**src/sv/rt_pkg.sv**
```systemverilog
// ----------------------------------------------------------------------------
// rt_pkg: shared types for the record table
// Command codes, status codes, the token that walks the cell chain and the
// result word handed out on the output channel.
// ----------------------------------------------------------------------------
`default_nettype none

package rt_pkg;

    localparam int SLOTS_DEF = 64;
    localparam int ID_W      = 16;
    localparam int AGE_W     = 16;
    localparam int GRP_W     = 3;
    localparam int INS_W     = 3;
    localparam int SLOT_W    = 6;
    localparam int STAT_W    = 2;

    typedef enum logic [2:0] {
        CMD_CLEAR    = 3'd0,
        CMD_INSERT   = 3'd1,
        CMD_FIND_ID  = 3'd2,
        CMD_FIND_AGE = 3'd3,
        CMD_DELETE   = 3'd4,
        CMD_DROP_GRP = 3'd5
    } t_cmd;

    localparam logic [STAT_W-1:0] ST_OK        = 2'd0;
    localparam logic [STAT_W-1:0] ST_NOT_FOUND = 2'd1;
    localparam logic [STAT_W-1:0] ST_FULL      = 2'd2;

    // Command token: request fields plus the result gathered along the chain
    typedef struct packed {
        t_cmd              cmd;
        logic [ID_W-1:0]   key;
        logic [AGE_W-1:0]  age;
        logic [GRP_W-1:0]  grp;
        logic [INS_W-1:0]  ins;
        logic [ID_W-1:0]   new_id;
        logic              hit;
        logic [SLOT_W-1:0] slot;
        logic [ID_W-1:0]   r_id;
        logic [AGE_W-1:0]  r_age;
        logic [GRP_W-1:0]  r_grp;
        logic [INS_W-1:0]  r_ins;
    } t_token;

    typedef struct packed {
        logic [STAT_W-1:0] status;
        logic [SLOT_W-1:0] slot;
        logic [ID_W-1:0]   id;
        logic [AGE_W-1:0]  age;
        logic [GRP_W-1:0]  grp;
        logic [INS_W-1:0]  ins;
    } t_result;

endpackage

`default_nettype wire

```
**src/sv/rt_cell.sv**
```systemverilog
// ----------------------------------------------------------------------------
// rt_cell: one slot of the record table
// Holds one record and acts on the command token as it passes, then hands
// the token to the next cell in the following cycle.
// ----------------------------------------------------------------------------
`default_nettype none

module rt_cell #(
    parameter int IDX = 0
) (
    input  wire            i_clk,
    input  wire            i_rst_n,
    input  wire            i_tok_vld,
    input  rt_pkg::t_token i_tok,
    output logic           o_tok_vld,
    output rt_pkg::t_token o_tok
);
    import rt_pkg::*;

    logic              r_vld;
    logic [ID_W-1:0]   r_id;
    logic [AGE_W-1:0]  r_age;
    logic [GRP_W-1:0]  r_grp;
    logic [INS_W-1:0]  r_ins;
    logic              r_tok_vld;
    t_token            r_tok;

    logic              n_vld;
    logic              wr_rec;
    t_token            n_tok;
    logic              take;

    always_comb begin
        n_vld  = r_vld;
        wr_rec = 1'b0;
        take   = 1'b0;
        n_tok  = i_tok;
        if (i_tok_vld) begin
            unique case (i_tok.cmd)
                CMD_CLEAR: begin
                    n_vld = 1'b0;
                end
                CMD_INSERT: begin
                    if (!i_tok.hit && !r_vld) begin
                        n_vld  = 1'b1;
                        wr_rec = 1'b1;
                        n_tok.hit   = 1'b1;
                        n_tok.slot  = SLOT_W'(IDX);
                        n_tok.r_id  = i_tok.new_id;
                        n_tok.r_age = i_tok.age;
                        n_tok.r_grp = i_tok.grp;
                        n_tok.r_ins = i_tok.ins;
                    end
                end
                CMD_FIND_ID, CMD_DELETE: begin
                    if (!i_tok.hit && r_vld && r_id == i_tok.key) begin
                        take = 1'b1;
                        if (i_tok.cmd == CMD_DELETE) begin
                            n_vld = 1'b0;
                        end
                    end
                end
                CMD_FIND_AGE: begin
                    if (!i_tok.hit && r_vld && r_age == i_tok.age) begin
                        take = 1'b1;
                    end
                end
                CMD_DROP_GRP: begin
                    if (r_grp == i_tok.grp) begin
                        n_vld = 1'b0;
                    end
                end
                default: begin
                end
            endcase
            if (take) begin
                n_tok.hit   = 1'b1;
                n_tok.slot  = SLOT_W'(IDX);
                n_tok.r_id  = r_id;
                n_tok.r_age = r_age;
                n_tok.r_grp = r_grp;
                n_tok.r_ins = r_ins;
            end
        end
    end

    always_ff @(posedge i_clk) begin
        if (!i_rst_n) begin
            r_vld     <= 1'b0;
            r_tok_vld <= 1'b0;
        end else begin
            r_vld     <= n_vld;
            r_tok_vld <= i_tok_vld;
        end
    end

    // record fields and token payload carry no reset
    always_ff @(posedge i_clk) begin
        r_tok <= n_tok;
        if (wr_rec) begin
            r_id  <= i_tok.new_id;
            r_age <= i_tok.age;
            r_grp <= i_tok.grp;
            r_ins <= i_tok.ins;
        end
    end

    assign o_tok_vld = r_tok_vld;
    assign o_tok     = r_tok;

endmodule

`default_nettype wire

```
**config.mk**
```make
export PLATFORM = sky130hd
export DESIGN_NAME = rt_cell
export DESIGN_NICKNAME = d
export VERILOG_FILES = /design/src/sv/rt_pkg.sv /design/src/sv/rt_cell.sv
export SDC_FILE = /design/constraint.sdc
export NUM_CORES = 1
export LEC_CHECK = 0
export ABC_AREA = 1
export BUFFER_PORTS_ARGS = -buffer_cell sky130_fd_sc_hd__buf_2
export CAP_MARGIN = 20
export CORE_MARGIN = 2
export CORE_UTILIZATION = 40
export DETAILED_ROUTE_END_ITERATION = 10
export PLACE_DENSITY = 0.69
export SLEW_MARGIN = 20
export SYNTH_ARGS = -nofsm -noshare
export SYNTH_HDL_FRONTEND = slang
export SYNTH_SLANG_ARGS = --single-unit
```
**constraint.sdc**
```tcl
create_clock -name i_clk -period 7.16 [get_ports i_clk]
set_input_delay 1.432 -clock i_clk [delete_from_list [all_inputs] [get_ports i_clk]]
set_output_delay 1.432 -clock i_clk [all_outputs]
set_load 0.02 [all_outputs]
```
# Word level (Yosys, flattened, before mapping)
# Index checks and enable logic that the tools add are counted.
# totals
ff_bits	142
inputBits	105
out_inout_bits	103
wordCells	56
# classes
n_eq_ne	12
n_mux	16
reduce_logical	10
# ops
op	n
2-to-1 mux 45 bit	4
equality test 16 bit	2
2-to-1 mux 1 bit	10
!= test 2 bit (second input constant)	4
equality test 3 x 2 -> 1 bit (second input constant)	2
equality test 3 bit (second input constant)	2
AND reduction 6 bit	1
logical AND 1 bit	4
one-hot mux 1 bit (4 select lines)	1
nonzero test 4 bit	1
equality test 3 x 1 -> 1 bit (second input constant)	1
equality test 3 bit	1
logical NOT 3 bit	1
logical NOT 1 bit	2
one-hot mux 1 bit (2 select lines)	1
OR reduction 2 bit	1

# Depth between registers and ports, before layout
# Gate-level depths: netlist of run 1.
# depth
depth_word	8
depth_mapped	13
mapped_depth_nobuf	12

# Least setup slack after synthesis of run 1
# No wires, ideal clock.
# synth_path
kind	input port to flip-flop
from	in i_tok[101] (netlist bit)
to	reg r_age[0] (enable)
arrival_time_ns	3.652
required_ns	6.727
path_slack_ns	3.075
cell_stages	6
path_buffers	1
path_cell_list	inv_2 -> nand3_1 -> inv_2 -> nand2_1 -> clkbuf_1 -> nor2_1
# synth_between
elab_chain_len	3
# synth_rtl
item	line	rtl
from (decl)	rt_cell.sv:14	input rt_pkg::t_token i_tok,
equality test 3 x 1 -> 1 bit	rt_cell.sv:39	unique case (i_tok.cmd)
2-to-1 mux 1 bit	rt_cell.sv:39	
2-to-1 mux 1 bit	rt_cell.sv:38	if (i_tok_vld) begin
net wr_rec	rt_cell.sv:29	logic wr_rec;
to (signal assigned)	rt_cell.sv:102	r_age <= i_tok.age;
to (decl)	rt_cell.sv:22	logic [AGE_W-1:0] r_age;
# The timed path passes the listed nets, and every way through them passes these cells.
# A chain may end at the register's enable or synchronous reset.

==> summary.txt, run 1 <==
Status
  – Status: finished, final reports clean

Placement
  – Placed cell areas: 0.006900 sq mm
  – DPL Wire Length: 10.49 mm
  – Final Wtd Congestion: 0.7536
  – Dpl cells: 1,051
  – Input/output buffers: 207

Critical path
  – Launching point of the worst reg2reg path: r_age[8]
  – R2r setup slk: 3.91 ns
  – R2r endpoint: o_tok[23]
  – Worst path slowest cell: nand2_2
  – CP Cell Sequence: buf_2 -> inv_1 -> nand2_1 -> nand2_1 -> nor2_1 -> nand2_1 -> nor2_1 -> nand3_2 -> nand2_2 -> nand2_1 -> nand3_1 -> nand2_1
  – Reg2Reg Depth: 9
  – Most frequent CP cell: nand2_1
  – Largest fanout on the critical path: 39
  – CP required: 7.46 ns
  – Crit path DAT: 4.28 ns
  – Crit. Startpoint: i_tok[70]
  – Critical Path Max Stage Delay: 1.08 ns
  – CP Class: input pin to flip-flop
  – Startpoint Class: input pin
  – CP Buf/Inv Count: 2
  – Worst path top cell family by delay: simple AND/OR/NAND/NOR gates
  – Worst setup EP type: flip-flop

Power and ir drop
  – Pwr Total: 2.054 mW
  – Net Sw Frac: 23.79%
  – NetSw: 0.4886 mW
  – Clock power share: 46.4%
  – Logic pwr share: 10.9%
  – Leakage: 4.018 nW
  – PD cells: 272.3 mW/mm^2
  – Flop pwr share: 42.7%
  – Max VDD drop: 0.1831 mV
  – Internal: 1.566 mW

Clocking
  – Clk pin slew, worst setup/hold paths: 0.06 ns
  – Setup bufs post-CTS: 0
  – CTS Root Buffer Type: clkbuf_16
  – Post-CTS Resized: 0
  – Clk_lat worst skew: 0.42 ns
  – Num CTS Buffers: 17
  – CTS Sinks: 142
  – CTS Hold Bufs: 0
  – CTS tree: yes
  – H-tree Lvls: 4
  – Maximum clock path buffer count: 2

Synthesis
  – Synth cell types: 27
  – Area contributors post-synth: dfxtp_1 36%, edfxtp_1 20%, nand2_1 15%
  – Top-area cell type share of the netlist area: 36.24%
  – Seq/Total Area, Yosys: 56.10%
  – Avg Cell Area, Syn: 8.375 sq um
  – Synth warn: 0
  – Syn nets: 791
  – Area leader, netlist: dfxtp_1
  – Register bit count reported by yosys: 142
  – Cell count after synthesis: 686
  – Post-Syn Area: 0.005746 sq mm

Worst hold path
  – Worst Hold Depth: 4
  – Min-delay src: r_ins[2]
  – Hold Crit Endpoint: o_tok[2]
  – Worst Hold Class: flip-flop to flip-flop

STA
  – Fmax achieved: 0.2516 GHz
  – Fin. Hold Viols: 0
  – Max Clock Skew: 0.01169 ns
  – Worst slew margin: 32.93%
  – Fin crit period: 3.975 ns
  – Setup_tns: 0 ns
  – Final Max Slew Viols: 0
  – # setup viols final: 0
  – Worst slew pin tran: 1.005 ns
  – Fin crit share: 55.52%
  – RSZ-0062 raised after global routing: no

Die
  – Die W: 123.9 um
  – Initial Util: 41.23%
  – Core area: 0.01393 sq mm
  – Die area: 0.01534 sq mm
  – Site Rows: 43
  – Num ports: 208
  – Die height: 123.9 um

Global route
  – Pin count of the biggest net entering global routing: 52
  – Global route total overflow: 0
  – GRT Total Usage: 20.35%
  – First-pass GRT wire length: 23.50 mm
  – Initial antenna violation count: 1
  – Vias in the first global route: 4,838

Route
  – Drt first pass iters: 4
  – Total number of vias: 5,101
  – DRT antenna net count: 0
  – DRT iter0 DRCs: 300
  – Drt drc: 0
  – Routed WL: 15.38 mm
  – Vias per inst: 4.710
  – Wirelength per Cell: 14.20 um

Layout
  – Final design utilization: 54.14%
  – Fill cells: 1,295
  – Area Growth Syn to Fin: 31.32%
  – Antenna cells: 0
  – Layout cells sized above 1: 28.24%
  – FF/Latch Area: 0.003223 sq mm
  – Post-route cell area: 0.007545 sq mm
  – Final cell count without fillers: 1,083
  – Post-layout nets: 995
  – Multi-input logic area: 0.002120 sq mm

Job
  – Max Cap Viol: 0
## layer usage
metal  share of wire, %  GRT usage (%)  vias up  wire length [um]
met3                8.1          5.586       24              1239
li1                   -              -     2598                 -
met1                 43          24.79     2282              6571
met5              0.072              0        -                11
met2                 47          33.72      195              7218
met4                2.2          8.807        2               340
## logic make-up (layout without fill, tap and decap cells)
logic type,after synthesis,count (layout),share of synthesized area (%)
multiplexers,26,26,4.530
buffers and inverters,97,314,7.273
AND/OR/NAND/NOR,384,384,27.94
flip-flops,142,142,56.10
AO/OA/AOI/OAI,27,27,2.635
XOR/XNOR,10,10,1.524
## worst max path at each step
stage,cells past startpoint,end
final,12,o_tok[23]
after global routing,12,o_tok[26]
after CTS,9,o_tok[31]
after detailed placement,9,o_tok[31]
after global placement,9,o_tok[24]
after floorplan,6,r_age[0]
## area by class of cell
| class | instances | area share, % |
|---|---|---|
| Clock inverter | 14 | 2.852 |
| Clock buffer | 18 | 5.688 |
| Tap cell | 180 | 2.985 |
| Sequential cell | 142 | 42.72 |
| Multi-Input combinational cell | 447 | 28.09 |
| Timing Repair Buffer | 211 | 14.13 |
| Inverter | 71 | 3.532 |
## worst reg2reg max path, cell delays in order (launching register included)
cell and delay (ns):
edfxtp_1 0.41, xor2_1 0.21, nor2_1 0.15, nand2_1 0.07, nor2_1 0.11, nand3_2 0.77, nand2_2 1.10, nand2_1 0.14
nand3_1 0.11, nand2_1 0.07
## state kept, by name (all words and copies together), names as in the netlist
signal and flops:
r_ins 3, o_tok 102, r_id 16, o_tok_vld 1, r_grp 3, r_vld 1
r_age 16
## per-stage QoR
| step | setup WS (ns) | hold slack [ns] |
|---|---|---|
| 2_1_floorplan | 3.075 | 0.5070 |
| 3_3_place_gp | 2.810 | 0.5223 |
| 3_5_place_dp | 2.814 | 0.5275 |
| 4_1_cts | 3.205 | 0.5428 |
| 5_1_grt | 2.969 | 0.5724 |
| 6_report | 3.185 | 0.5355 |
## Yosys cell counts
master / count
dfxtp_1: 104
o21ai_0: 4
clkbuf_1: 7
or2_2: 2
xnor2_1: 5
buf_6: 5
nand2_2: 1
nand3_1: 87
o22ai_1: 1
buf_4: 2
buf_2: 7
nand4_1: 10
xor2_1: 5
buf_1: 5
o21ai_1: 2
nor2_1: 54
mux2i_1: 26
a21oi_1: 14
edfxtp_1: 38
nand3b_1: 1
nand4_2: 1
inv_1: 67
nand2_1: 226
nor2_4: 1
a21boi_0: 6
inv_2: 4
nor2_2: 1
## power groups by stage
stage / registers, mW / logic (mW) / clock network, mW
2_1_floorplan: 0.945 / 0.0747 / 0
3_5_place_dp: 0.893 / 0.225 / 0
5_1_grt: 0.880 / 0.249 / 1.01
6_report: 0.876 / 0.224 / 0.954
4_1_cts: 0.877 / 0.226 / 0.971
3_3_place_gp: 0.893 / 0.222 / 0
## cell usage in the layout, fill, tap and decap left out
cell and instances:
clkbuf_16 17, edfxtp_1 38, mux2i_1 26, xor2_1 5
xnor2_1 5, inv_1 67, o21ai_0 4, clkinv_4 1
nand2_1 225, clkinvlp_4 5, buf_2 207, inv_6 1
nor2_2 1, clkinv_2 2, clkbuf_1 1, nand3b_1 1
nand3_2 1, nand4_1 10, a21oi_1 14, nand3_1 86
nand4_2 1, inv_2 4, buf_4 4, nor2_4 2
o22ai_1 1, dfxtp_1 104, or2_2 2, bufinv_16 5
o21ai_1 2, nand2_2 2, nor2_1 53, a21boi_0 6
No activity file was read; power rests on OpenSTA's default activity.
==> inputs of run 2 (changes only) <==
--- a/config.mk
+++ b/config.mk
@@ -5,13 +5,13 @@
 export SDC_FILE = /design/constraint.sdc
 export NUM_CORES = 1
 export LEC_CHECK = 0
-export ABC_AREA = 1
+export ABC_AREA = 0
 export BUFFER_PORTS_ARGS = -buffer_cell sky130_fd_sc_hd__buf_2
 export CAP_MARGIN = 20
 export CORE_MARGIN = 2
 export CORE_UTILIZATION = 40
 export DETAILED_ROUTE_END_ITERATION = 10
-export PLACE_DENSITY = 0.69
+export PLACE_DENSITY = 0.71
 export SLEW_MARGIN = 20
 export SYNTH_ARGS = -nofsm -noshare
 export SYNTH_HDL_FRONTEND = slang
==> constraint.sdc (replaced) <==
create_clock -name i_clk -period 3.8 [get_ports i_clk]
set_input_delay 0.76 -clock i_clk [delete_from_list [all_inputs] [get_ports i_clk]]
set_output_delay 0.76 -clock i_clk [all_outputs]
set_load 0.02 [all_outputs]
==> summary.txt, run 2 <==
Critical path
  – Startpoint Class: input pin
  – CP required: 4.09 ns
  – Worst setup EP type: flip-flop
  – Crit path DAT: 2.90 ns
  – Largest fanout on the critical path: 44
  – CP Class: input pin to flip-flop

Job
  – Max Cap Viol: 0

Clocking
  – H-tree Lvls: 4
  – Maximum clock path buffer count: 2
  – Clk pin slew, worst setup/hold paths: 0.06 ns
  – Clk_lat worst skew: 0.41 ns
  – CTS Sinks: 142
  – Post-CTS Resized: 0
  – CTS Hold Bufs: 0
  – CTS Root Buffer Type: clkbuf_16
  – Num CTS Buffers: 17
  – CTS tree: yes
  – Setup bufs post-CTS: 0

Global route
  – Vias in the first global route: 3,748
  – First-pass GRT wire length: 18.62 mm
  – GRT Total Usage: 19.04%
  – Pin count of the biggest net entering global routing: 75
  – Global route total overflow: 0
  – Initial antenna violation count: 0

STA
  – # setup viols final: 0
  – Setup_tns: 0 ns
  – Fmax achieved: 0.3831 GHz
  – Fin crit period: 2.611 ns
  – Final Max Slew Viols: 0
  – Worst slew pin tran: 1.020 ns
  – Fin crit share: 68.70%
  – RSZ-0062 raised after global routing: no
  – Worst slew margin: 32.03%
  – Max Clock Skew: 0.008856 ns
  – Fin. Hold Viols: 0

Synthesis
  – Commonest cells in the netlist: 104 x dfxtp_1, 38 x edfxtp_1, 35 x a22oi_1
  – Avg Cell Area, Syn: 12.61 sq um
  – Cell count after synthesis: 373
  – Top-area cell type share of the netlist area: 44.28%
  – Simple-gate share of the synthesized area: 6.386%
  – Compound-gate portion of the synthesized area: 14.74%
  – Dominant synthesized flop cell: dfxtp_1
  – Post-synthesis mux area share: 0%
  – Area leader, netlist: dfxtp_1
  – Register bit count reported by yosys: 142
  – Post-Syn Area: 0.004702 sq mm
  – Synth warn: 0
  – Synth Area in Adders: 0%
  – Seq/Total Area, Yosys: 68.55%
  – Async set or reset register ratio after synthesis: 0%
  – Syn nets: 478
  – Synth cell types: 33
  – Xor/xnor share of the synthesized area: 6.706%
  – Area contributors post-synth: dfxtp_1 44%, edfxtp_1 24%, a22oi_1 5.6%
  – Most common cell in the netlist: dfxtp_1
  – Largest family of logic cells by synthesized area: compound AO/OA/AOI/OAI gates
  – Post-synth EDFFs: 38

Die
  – Core area: 0.01147 sq mm
  – Site Rows: 39
  – Die W: 112.4 um
  – Die area: 0.01264 sq mm
  – Initial Util: 41.00%
  – Num ports: 208
  – Die height: 112.4 um

Route
  – Drt drc: 0
  – DRT iter0 DRCs: 171
  – Total number of vias: 3,741
  – DRT antenna net count: 0
  – Routed WL: 12.07 mm
  – Wirelength per Cell: 16.23 um
  – Drt first pass iters: 4
  – Vias per inst: 5.028

Layout
  – Final cell count without fillers: 744
  – Area Growth Syn to Fin: 38.24%
  – Most common cell after layout, fill and taps aside: buf_2
  – Most frequent cells in the layout: 207 x buf_2, 104 x dfxtp_1, 38 x edfxtp_1
  – Post-layout nets: 692
  – Layout cells sized above 1: 41.83%
  – Largest register FFs: 102

Power and ir drop
  – Max VDD drop: 0.3561 mV
  – Leakage: 2.831 nW
  – PD cells: 554.6 mW/mm^2

Placement
  – DPL Wire Length: 8.623 mm
  – Input/output buffers: 207
  – Dpl cells: 711
  – Final Wtd Congestion: 0.7817

Status
  – Status: finished, final reports clean

Worst hold path
  – Worst Hold Class: input pin to flip-flop
==> run 2: metrics by stage <==
step	util (%)	area, sq um	power, mW	setup slack (ns)	hold slack, ns
after floorplan	-	4702	1.828	0.5386	0.4994
after global placement	51.33	5886	1.984	0.8615	0.5155
after detailed placement	51.33	5886	1.991	0.7528	0.5347
after CTS	56.66	6497	3.641	1.169	0.4555
after global routing	56.66	6497	3.719	0.9706	0.4587
final	56.68	6500	3.605	1.189	0.4778
==> run 2: report_power, final <==
group | internal [mW] | switching, mW | total [mW]
Combinational | 0.124 | 0.194 | 0.317
Clock | 1.04 | 0.607 | 1.65
Sequential | 1.62 | 0.0178 | 1.64
==> run 2: final cells by class <==
class | instances | area, sq um
Clock buffer | 26 | 573.1
Clock inverter | 6 | 38.79
Tap cell | 143 | 178.9
Fill cell | 938 | 4967
Timing Repair Buffer | 212 | 1086
Inverter | 20 | 75.07
Sequential cell | 142 | 3223
Multi-Input combinational cell | 194 | 1323
Antenna cell | 1 | 2.502
==> run 2: critical path, cell delays in order <==
cell and delay, ns:
buf_2 0.13, xnor2_1 0.19, nand4_1 0.12, nor3_1 0.32, nand4_1 0.31, a31o_2 0.62
a22oi_1 0.32, o21ai_1 0.10
==> run 2: worst paths after layout <==
kind                            startpoint   endpoint  slack (ns)  cells past startpoint
worst max register to register    r_age[5]  o_tok[19]        1.24                      7
worst max-delay path             i_tok[80]  o_tok[19]        1.19                      8
worst min register to register    r_ins[2]   o_tok[2]        0.54                      2
worst min-delay path             i_tok[95]  o_tok[95]        0.48                      1
==> run 2: cells by family after synthesis <==
| logic type | count (synthesis) |
|---|---|
| and+or+nand+nor | 58 |
| DFF | 142 |
| AOI/OAI and AO/OA | 100 |
| xor gates and xnor gates | 36 |
| buffers and inverters | 37 |
==> run 2: routing by layer <==
metal | wire length [um] | global-route usage [%] | up-vias
met4 | 174 | 6.748 | 0
li1 | - | - | 1783
met5 | 0 | 0 | -
met3 | 1076 | 6.965 | 16
met2 | 5999 | 32.81 | 192
met1 | 4823 | 21.85 | 1750
